<file path="config.mk">
export PLATFORM = sky130hd
export DESIGN_NAME = bitmap_block_allocator_flat
export DESIGN_NICKNAME = d
export VERILOG_FILES = /design/src/bba_pkg.sv /design/src/bba_ifs.sv /design/src/bitmap_block_allocator.sv /design/src/bba_front.sv /design/src/bba_queue.sv /design/src/bba_back.sv /design/src/flat_wrapper.sv
export SDC_FILE = /design/constraint.sdc
export NUM_CORES = 1
export LEC_CHECK = 0
export CORE_MARGIN = 4
export CORE_UTILIZATION = 50
export DETAILED_ROUTE_END_ITERATION = 10
export DONT_BUFFER_PORTS = 1
export HOLD_SLACK_MARGIN = 0.1
export PLACE_DENSITY_LB_ADDON = 0.12
export SKIP_LAST_GASP = 1
export SLEW_MARGIN = 20
export SYNTH_ARGS = -nofsm -noshare
export SYNTH_HDL_FRONTEND = slang
export SYNTH_SLANG_ARGS = --single-unit
</file>
<file path="constraint.sdc">
create_clock -name clk -period 3.2 [get_ports clk]
set_input_delay 0.48 -clock clk [delete_from_list [all_inputs] [get_ports clk]]
set_output_delay 0.48 -clock clk [all_outputs]
set_load 0.01 [all_outputs]
</file>
<file path="src/bba_pkg.sv">
// Shared types, constants and helper functions for the bitmap block allocator.
// Has no dependencies. Every other file in the project depends on it.
`timescale 1ns / 1ps
`default_nettype none
package bba_pkg;

	localparam int NUM_BLOCKS = 64;
	localparam int MAX_RUN    = 64;
	localparam int ID_W       = $clog2(NUM_BLOCKS);
	localparam int CNT_W      = 7;
	localparam int REL_W      = 7;
	localparam int STATUS_W   = 2;
	localparam int Q_DEPTH    = 2;
	localparam int QPTR_W     = $clog2(Q_DEPTH);
	localparam int QCNT_W     = $clog2(Q_DEPTH + 1);

	localparam logic [STATUS_W-1:0] ST_OK      = 2'd0;
	localparam logic [STATUS_W-1:0] ST_SHORT   = 2'd1;
	localparam logic [STATUS_W-1:0] ST_IGNORED = 2'd2;

	localparam logic CMD_ALLOC = 1'b0;
	localparam logic CMD_FREE  = 1'b1;

	typedef enum logic [2:0] {
		OP_ALLOC,
		OP_EMPTY,
		OP_OVERSIZE,
		OP_FREE,
		OP_FREE_BAD
	} op_kind_t;

	typedef struct packed {
		op_kind_t         kind;
		logic [CNT_W-1:0] count;
		logic [ID_W-1:0]  id;
	} job_t;

	typedef struct packed {
		logic [ID_W-1:0]     granted_id;
		logic                id_valid;
		logic [STATUS_W-1:0] status;
		logic [CNT_W-1:0]    free_count;
		logic                run_last;
	} result_t;

	typedef struct packed {
		logic pop;
		logic empty;
	} q_ctl_t;

	typedef enum logic {
		BK_IDLE,
		BK_RUN
	} bk_state_t;

	function automatic logic [ID_W-1:0] bba_encode(input logic [NUM_BLOCKS-1:0] onehot);
		logic [ID_W-1:0] idx;
		idx = '0;
		for (int i = 0; i < NUM_BLOCKS; i++) begin
			if (onehot[i]) begin
				idx = idx | ID_W'(i);
			end
		end
		return idx;
	endfunction

endpackage
`default_nettype wire

</file>
<file path="src/bba_ifs.sv">
// Handshake interfaces for the command and result channels of the allocator.
// Depends on bba_pkg for field widths.
`timescale 1ns / 1ps
`default_nettype none
interface bba_cmd_if;
	logic                                        valid;
	logic                                        ready;
	logic                                        command;
	logic [bba_pkg::CNT_W-1:0]                   request_count;
	logic signed [bba_pkg::REL_W-1:0]            release_id;
	logic                                        list_end;

	modport source (output valid, command, request_count, release_id, list_end, input ready);
	modport sink (input valid, command, request_count, release_id, list_end, output ready);
endinterface

interface bba_res_if;
	logic                                        valid;
	logic                                        ready;
	logic [bba_pkg::ID_W-1:0]                    granted_id;
	logic                                        id_valid;
	logic [bba_pkg::STATUS_W-1:0]                status;
	logic [bba_pkg::CNT_W-1:0]                   free_count;
	logic                                        run_last;

	modport source (output valid, granted_id, id_valid, status, free_count, run_last,
		input ready);
	modport sink (input valid, granted_id, id_valid, status, free_count, run_last,
		output ready);
endinterface
`default_nettype wire

</file>
<file path="src/bitmap_block_allocator.sv">
// Top level of the first-fit bitmap block allocator.
// Depends on bba_pkg, the channel interfaces, bba_front, bba_queue and bba_back.
`timescale 1ns / 1ps
`default_nettype none
// The allocator keeps one occupancy bit for each of 64 blocks and a count of free
// blocks. Commands enter through a front end that sorts them and a two-entry queue, so a
// command is taken while the back end is still busy or a result waits to be taken. The
// back end answers each free command, failed or empty allocation with one result when it
// takes the job. After taking an allocation of N blocks, it grants one id a cycle while
// the result slot is free, each from a single lowest-free-block search over the map.
// Each result reports the free count after it; the last of a command carries run_last.
module bitmap_block_allocator (
	input  logic      clk,
	input  logic      arst_n,
	bba_cmd_if.sink   cmd,
	bba_res_if.source res
);
	import bba_pkg::*;

	logic    push;
	logic    q_full;
	logic    q_empty;
	job_t    push_job;
	job_t    head_job;
	q_ctl_t  q_ctl;

	bba_front u_front (
		.cmd    (cmd),
		.q_full (q_full),
		.push   (push),
		.job    (push_job)
	);

	bba_queue u_queue (
		.clk      (clk),
		.arst_n   (arst_n),
		.push     (push),
		.push_job (push_job),
		.full     (q_full),
		.ctl_in   (q_ctl),
		.empty    (q_empty),
		.head     (head_job)
	);

	bba_back u_back (
		.clk     (clk),
		.arst_n  (arst_n),
		.job     (head_job),
		.q_empty (q_empty),
		.q_ctl   (q_ctl),
		.res     (res)
	);
endmodule
`default_nettype wire

</file>
<file path="src/bba_front.sv">
// Front end: takes command transfers and sorts them into job kinds for the queue.
// Depends on bba_pkg and the command interface.
`timescale 1ns / 1ps
`default_nettype none
module bba_front (
	bba_cmd_if.sink          cmd,
	input  logic             q_full,
	output logic             push,
	output bba_pkg::job_t    job
);
	import bba_pkg::*;

	logic [REL_W-1:0] rel_u;
	logic             rel_bad;

	assign cmd.ready = !q_full;
	assign push      = cmd.valid && !q_full;
	assign rel_u     = unsigned'(cmd.release_id);
	assign rel_bad   = rel_u[REL_W-1] || (rel_u >= REL_W'(NUM_BLOCKS));

	always_comb begin
		job.count = cmd.request_count;
		job.id    = rel_u[ID_W-1:0];
		if (cmd.command == CMD_FREE) begin
			job.kind = rel_bad ? OP_FREE_BAD : OP_FREE;
		end else if (cmd.request_count > CNT_W'(MAX_RUN)) begin
			job.kind = OP_OVERSIZE;
		end else if (cmd.request_count == '0) begin
			job.kind = OP_EMPTY;
		end else begin
			job.kind = OP_ALLOC;
		end
	end
endmodule
`default_nettype wire

</file>
<file path="src/bba_queue.sv">
// Short job queue that decouples the front end from the back end.
// Depends on bba_pkg.
`timescale 1ns / 1ps
`default_nettype none
module bba_queue (
	input  logic             clk,
	input  logic             arst_n,
	input  logic             push,
	input  bba_pkg::job_t    push_job,
	output logic             full,
	input  bba_pkg::q_ctl_t  ctl_in,
	output logic             empty,
	output bba_pkg::job_t    head
);
	import bba_pkg::*;

	job_t              slots_q [Q_DEPTH];
	logic [QPTR_W-1:0] wr_ptr_q;
	logic [QPTR_W-1:0] rd_ptr_q;
	logic [QCNT_W-1:0] used_q;
	logic              do_pop;

	assign full   = (used_q == QCNT_W'(Q_DEPTH));
	assign empty  = (used_q == '0);
	assign do_pop = ctl_in.pop && !ctl_in.empty;
	assign head   = slots_q[rd_ptr_q];

	always_ff @(posedge clk or negedge arst_n) begin
		if (!arst_n) begin
			wr_ptr_q <= '0;
			rd_ptr_q <= '0;
			used_q   <= '0;
		end else begin
			if (push) begin
				wr_ptr_q <= (wr_ptr_q == QPTR_W'(Q_DEPTH - 1)) ? '0 : wr_ptr_q + 1'b1;
			end
			if (do_pop) begin
				rd_ptr_q <= (rd_ptr_q == QPTR_W'(Q_DEPTH - 1)) ? '0 : rd_ptr_q + 1'b1;
			end
			if (push && !do_pop) begin
				used_q <= used_q + 1'b1;
			end else if (do_pop && !push) begin
				used_q <= used_q - 1'b1;
			end
		end
	end

	always_ff @(posedge clk) begin
		if (push) begin
			slots_q[wr_ptr_q] <= push_job;
		end
	end
endmodule
`default_nettype wire

</file>
<file path="src/bba_back.sv">
// Back end: holds the occupancy map and free count, grants one block per cycle while the result slot is free.
// Depends on bba_pkg and the result interface.
`timescale 1ns / 1ps
`default_nettype none
module bba_back (
	input  logic             clk,
	input  logic             arst_n,
	input  bba_pkg::job_t    job,
	input  logic             q_empty,
	output bba_pkg::q_ctl_t  q_ctl,
	bba_res_if.source        res
);
	import bba_pkg::*;

	bk_state_t            state_q, state_d;
	logic [NUM_BLOCKS-1:0] occ_q, occ_d;
	logic [CNT_W-1:0]     free_q, free_d;
	logic [CNT_W-1:0]     remain_q, remain_d;
	logic                 res_valid_q, res_valid_d;
	result_t              res_q, res_d;
	logic                 slot_free;
	logic                 take;
	logic                 emit;
	logic [NUM_BLOCKS-1:0] vacant;
	logic [NUM_BLOCKS-1:0] lowest;
	logic [ID_W-1:0]      lowest_id;

	assign slot_free = !res_valid_q || res.ready;
	assign take      = (state_q == BK_IDLE) && !q_empty && slot_free;
	assign vacant    = ~occ_q;
	assign lowest    = vacant & (~vacant + 1'b1);
	assign lowest_id = bba_encode(lowest);

	assign q_ctl.pop   = take;
	assign q_ctl.empty = q_empty;

	always_comb begin
		state_d = state_q;
		case (state_q)
			BK_IDLE: begin
				if (take && job.kind == OP_ALLOC && job.count <= free_q) begin
					state_d = BK_RUN;
				end
			end
			BK_RUN: begin
				if (slot_free && remain_q == CNT_W'(1)) begin
					state_d = BK_IDLE;
				end
			end
			default: state_d = BK_IDLE;
		endcase
	end

	always_comb begin
		occ_d    = occ_q;
		free_d   = free_q;
		remain_d = remain_q;
		emit     = 1'b0;
		res_d    = '{granted_id: '0, id_valid: 1'b0, status: ST_OK,
			free_count: free_q, run_last: 1'b1};
		case (state_q)
			BK_IDLE: begin
				if (take) begin
					case (job.kind)
						OP_ALLOC: begin
							if (job.count > free_q) begin
								emit         = 1'b1;
								res_d.status = ST_SHORT;
							end else begin
								remain_d = job.count;
							end
						end
						OP_EMPTY: emit = 1'b1;
						OP_OVERSIZE: begin
							emit         = 1'b1;
							res_d.status = ST_SHORT;
						end
						OP_FREE: begin
							emit = 1'b1;
							if (occ_q[job.id]) begin
								occ_d[job.id]    = 1'b0;
								free_d           = free_q + 1'b1;
								res_d.free_count = free_q + 1'b1;
							end
						end
						OP_FREE_BAD: begin
							emit         = 1'b1;
							res_d.status = ST_IGNORED;
						end
						default: emit = 1'b0;
					endcase
				end
			end
			BK_RUN: begin
				if (slot_free) begin
					emit             = 1'b1;
					occ_d            = occ_q | lowest;
					free_d           = free_q - 1'b1;
					remain_d         = remain_q - 1'b1;
					res_d.granted_id = lowest_id;
					res_d.id_valid   = 1'b1;
					res_d.free_count = free_q - 1'b1;
					res_d.run_last   = (remain_q == CNT_W'(1));
				end
			end
			default: emit = 1'b0;
		endcase
		if (emit) begin
			res_valid_d = 1'b1;
		end else if (res.ready) begin
			res_valid_d = 1'b0;
		end else begin
			res_valid_d = res_valid_q;
		end
	end

	always_ff @(posedge clk or negedge arst_n) begin
		if (!arst_n) begin
			state_q     <= BK_IDLE;
			occ_q       <= '0;
			free_q      <= CNT_W'(NUM_BLOCKS);
			remain_q    <= '0;
			res_valid_q <= 1'b0;
		end else begin
			state_q     <= state_d;
			occ_q       <= occ_d;
			free_q      <= free_d;
			remain_q    <= remain_d;
			res_valid_q <= res_valid_d;
		end
	end

	always_ff @(posedge clk) begin
		if (emit) begin
			res_q <= res_d;
		end
	end

	assign res.valid      = res_valid_q;
	assign res.granted_id = res_q.granted_id;
	assign res.id_valid   = res_q.id_valid;
	assign res.status     = res_q.status;
	assign res.free_count = res_q.free_count;
	assign res.run_last   = res_q.run_last;
endmodule
`default_nettype wire

</file>
<file path="src/flat_wrapper.sv">
// flat-port wrapper written by rule: the top's interface ports become plain ports
module bitmap_block_allocator_flat import bba_pkg::*;
  (clk, arst_n, cmd_valid, cmd_command, cmd_request_count, cmd_release_id, cmd_list_end, cmd_ready, res_valid, res_granted_id, res_id_valid, res_status, res_free_count, res_run_last, res_ready);
  bba_cmd_if cmd_i ();
  bba_res_if res_i ();
  input  logic clk;
  input  logic arst_n;
  input wire logic [$bits(cmd_i.valid)-1:0] cmd_valid;
  input wire logic [$bits(cmd_i.command)-1:0] cmd_command;
  input wire logic [$bits(cmd_i.request_count)-1:0] cmd_request_count;
  input wire logic [$bits(cmd_i.release_id)-1:0] cmd_release_id;
  input wire logic [$bits(cmd_i.list_end)-1:0] cmd_list_end;
  output wire logic [$bits(cmd_i.ready)-1:0] cmd_ready;
  output wire logic [$bits(res_i.valid)-1:0] res_valid;
  output wire logic [$bits(res_i.granted_id)-1:0] res_granted_id;
  output wire logic [$bits(res_i.id_valid)-1:0] res_id_valid;
  output wire logic [$bits(res_i.status)-1:0] res_status;
  output wire logic [$bits(res_i.free_count)-1:0] res_free_count;
  output wire logic [$bits(res_i.run_last)-1:0] res_run_last;
  input wire logic [$bits(res_i.ready)-1:0] res_ready;
  assign cmd_i.valid = cmd_valid;
  assign cmd_i.command = cmd_command;
  assign cmd_i.request_count = cmd_request_count;
  assign cmd_i.release_id = cmd_release_id;
  assign cmd_i.list_end = cmd_list_end;
  assign cmd_ready = cmd_i.ready;
  assign res_valid = res_i.valid;
  assign res_granted_id = res_i.granted_id;
  assign res_id_valid = res_i.id_valid;
  assign res_status = res_i.status;
  assign res_free_count = res_i.free_count;
  assign res_run_last = res_i.run_last;
  assign res_i.ready = res_ready;
  bitmap_block_allocator u_core (.clk(clk), .arst_n(arst_n), .cmd(cmd_i), .res(res_i));
endmodule
</file>
==> results.txt <==
Async SR Flop Fraction = 63.16%
DR DRC count = 0
Synth area leaders = dfrtp_1, edfxtp_1, nand2_1
Final Power = 9.270 mW
HP Class = in2reg
final net count = 1028
Internal = 5.168 mW
DP Area = 9256 µm²
sw frac = 44.25%
die area = 19040 µm²
Syn-to-layout area delta = 18.99%
Yosys reg bits = 133
commonest cells in the netlist = nand2_1, dfrtp_1, nor2_1
pre-CTS setup slack = -0.1072 ns
Startpoint Class = flip-flop
Num CTS Buffers = 17
leading area contributor after synthesis = dfrtp_1
Site Rows = 47
Post-synth EDFFs = 49
Req. time, crit path = 3.54 ns
post-synthesis cell area = 8448 µm²
Final Hold Fails = 0
dpl hpwl = 23.33 mm
post-route setup slack = 0.05241 ns
Avg Synthesized Cell Area = 9.094 µm²
number of global-route vias before repair = 8058
CTS sink count = 133
syn nets = 961
final period utilization = 98.36%
largest net degree at the start of global routing = 85
design area = 10050 µm²
total global-route track usage = 33.20%
worst hold slack = 0.1403 ns
initial DRC count = 1209
share of Yosys cell area claimed by the top area cell type = 24.59%
Chip Height = 138.0 µm
fin util = 60.62%
CTS max path bufs = 2
clock network power share = 22.0%
Main synth FF type = dfrtp_1
Worst Max-Slew Pin Slew = 0.7389 ns
fill cell count = 1444
Core ar. = 16580 µm²
fraction of layout cells with a size suffix above 1 = 19.03%
crit end category = flip-flop
Avg WL per Cell = 25.41 µm
critical path class = reg2reg
CTS tree = done
sequential power share = 28.9%
outcome = finished, final reports clean
vias per inst = 6.946
multi-input logic area = 4556 µm²
number of synthesis warnings = 0
Cells after Synth = 929
Max Freq = 0.3177 GHz
count of cell types in the netlist = 84
num ports = 39
worst vdd ir = 634.5 µV
Net Switching = 4.102 mW
clk_lat worst skew = 0.43 ns
placed insts = 1193
drt first pass iters = 7
total wire length = 31.23 mm
htree depth = 4
FF+latch area = 3576 µm²
Port-buffer cells = 0
Leakage = 4.151 nW
via count = 8537
antenna diode count = 0
RePlAce Congestion = 1.010
Power Dens Cells = 922.2 nW/µm²
global-route wire length before repair = 47.24 mm
Final Slew Violations = 0
Max Cap Violations = 0
die width = 138.0 µm
register area share after synthesis = 42.31%
Final Critical Period = 3.148 ns
Final Non-Filler Cells = 1229
aggregate global routing overflow = 0
setup violators final = 0
crit path DAT = 3.48 ns
Slew HR = 50.74%
Final TNS setup = 0 ns
unrepaired setup endpoints after global routing = yes
top-count cell post-synth = nand2_1
Logic pwr share = 49.1%
clk_skew = 0.01152 ns
clock tree root buffer cell = clkbuf_16
Initial Util = 50.94%
initial antenna violation count = 0
Worst Path Max Fanout = 23
ANT nets after route = 0
Worst-path clk slew = 0.07 ns
[power groups by stage]
stage / sequential [mW] / combinational [mW] / clock, mW
floorplan: 2.55 / 2.70 / 0
global placement: 2.67 / 4.13 / 0
detailed placement: 2.69 / 4.22 / 0
CTS: 2.66 / 4.29 / 2.06
global route: 2.73 / 4.83 / 2.12
finish: 2.68 / 4.55 / 2.04
[worst max-delay path: stages (launching register included)]
cell and delay [ns]:
dfrtp_2 0.46, buf_12 0.19, mux2i_4 0.40, mux4_2 0.55
mux2_1 0.32, nand2_1 0.09, a311oi_2 0.14, nand3_2 0.13
buf_12 0.16, buf_6 0.17, nor4_2 0.05, buf_4 0.18
o21ai_0 0.20
[flip-flops by register name (all words and copies together) (netlist names), 2 cells and up]
register,count
u_core.u_back.res.status,2
u_core.u_queue.used_q,2
u_core.u_back.res.granted_id,6
u_core.u_back.free_q,7
u_core.u_back.remain_q,7
u_core.u_back.res.free_count,7
u_core.u_back.occ_q,64
u_core.u_queue.slots_q,32
[cell usage in the layout (no fill, tap or decap), types with 5 or more instances in the layout]
cell and count:
a21oi_1 41, a22oi_1 7, a31oi_1 15, a32oi_1 7
and2_1 7, and3_1 15, buf_4 94, clkbuf_16 17
dfrtp_1 82, edfxtp_1 49, ha_1 12, inv_1 44
inv_6 7, mux2_2 12, mux2i_1 11, nand2_1 99
nand2b_1 7, nand3_1 43, nand4_1 25, nor2_1 57
nor2b_1 6, nor3_1 31, nor4_1 17, o211ai_1 6
o21a_1 5, o21ai_0 51, o21ai_1 8, o22ai_1 16
o31ai_1 27, o41ai_1 19, or2_2 8, or3_1 10
or4_1 8, xnor2_1 9
[per-layer routing]
layer | vias up | track usage (%) | part of all wire, %
li1 | 3707 | - | -
met1 | 4127 | 46.48 | 42
met2 | 597 | 47.18 | 43
met3 | 106 | 10.49 | 12
met4 | 0 | 14.49 | 3.9
met5 | - | 0 | 0
[final timing paths]
check                                         from                            end  slack, ns  depth (start not counted)
max                        u_core.u_queue.rd_ptr_q        u_core.u_back.occ_q[31]       0.05                         12
min                           cmd_request_count[5]  u_core.u_queue.slots_q[0][11]       0.14                          0
max reg2reg                u_core.u_queue.rd_ptr_q        u_core.u_back.occ_q[31]       0.05                         12
min reg2reg                u_core.u_queue.wr_ptr_q        u_core.u_queue.wr_ptr_q       0.51                          1
max in group asynchronous                   arst_n        u_core.u_queue.rd_ptr_q       2.20                          2
min in group asynchronous                   arst_n        u_core.u_back.occ_q[57]       0.62                          2
[repair_timing]
action | in CTS | in global routing
hold endpoints to repair | 84 | 0
resized for setup | 5 | 22
pin swaps | 0 | 5
hold buffers | 2 | 0
setup buffers | 1 | 1
endpoints found under the setup margin | 49 | 94
[cell type report]
type / count / share of cell area [%]
clock inverter: 15 / 1.817
timing repair buffer: 104 / 8.638
inverter: 45 / 1.680
multi-input combinational: 695 / 45.32
tap: 220 / 2.738
sequential: 133 / 35.57
clock buffer: 17 / 4.232
[kinds of logic after synthesis]
family          share of synthesized area [%]
compound gates                          22.39
xor+xnor                                1.140
fa+ha+maj                               1.777
buf+inv                                 5.154
flops                                   42.31
mux                                     4.532
simple gates                            22.69
Note: power is estimated with default switching activity, not from simulation.
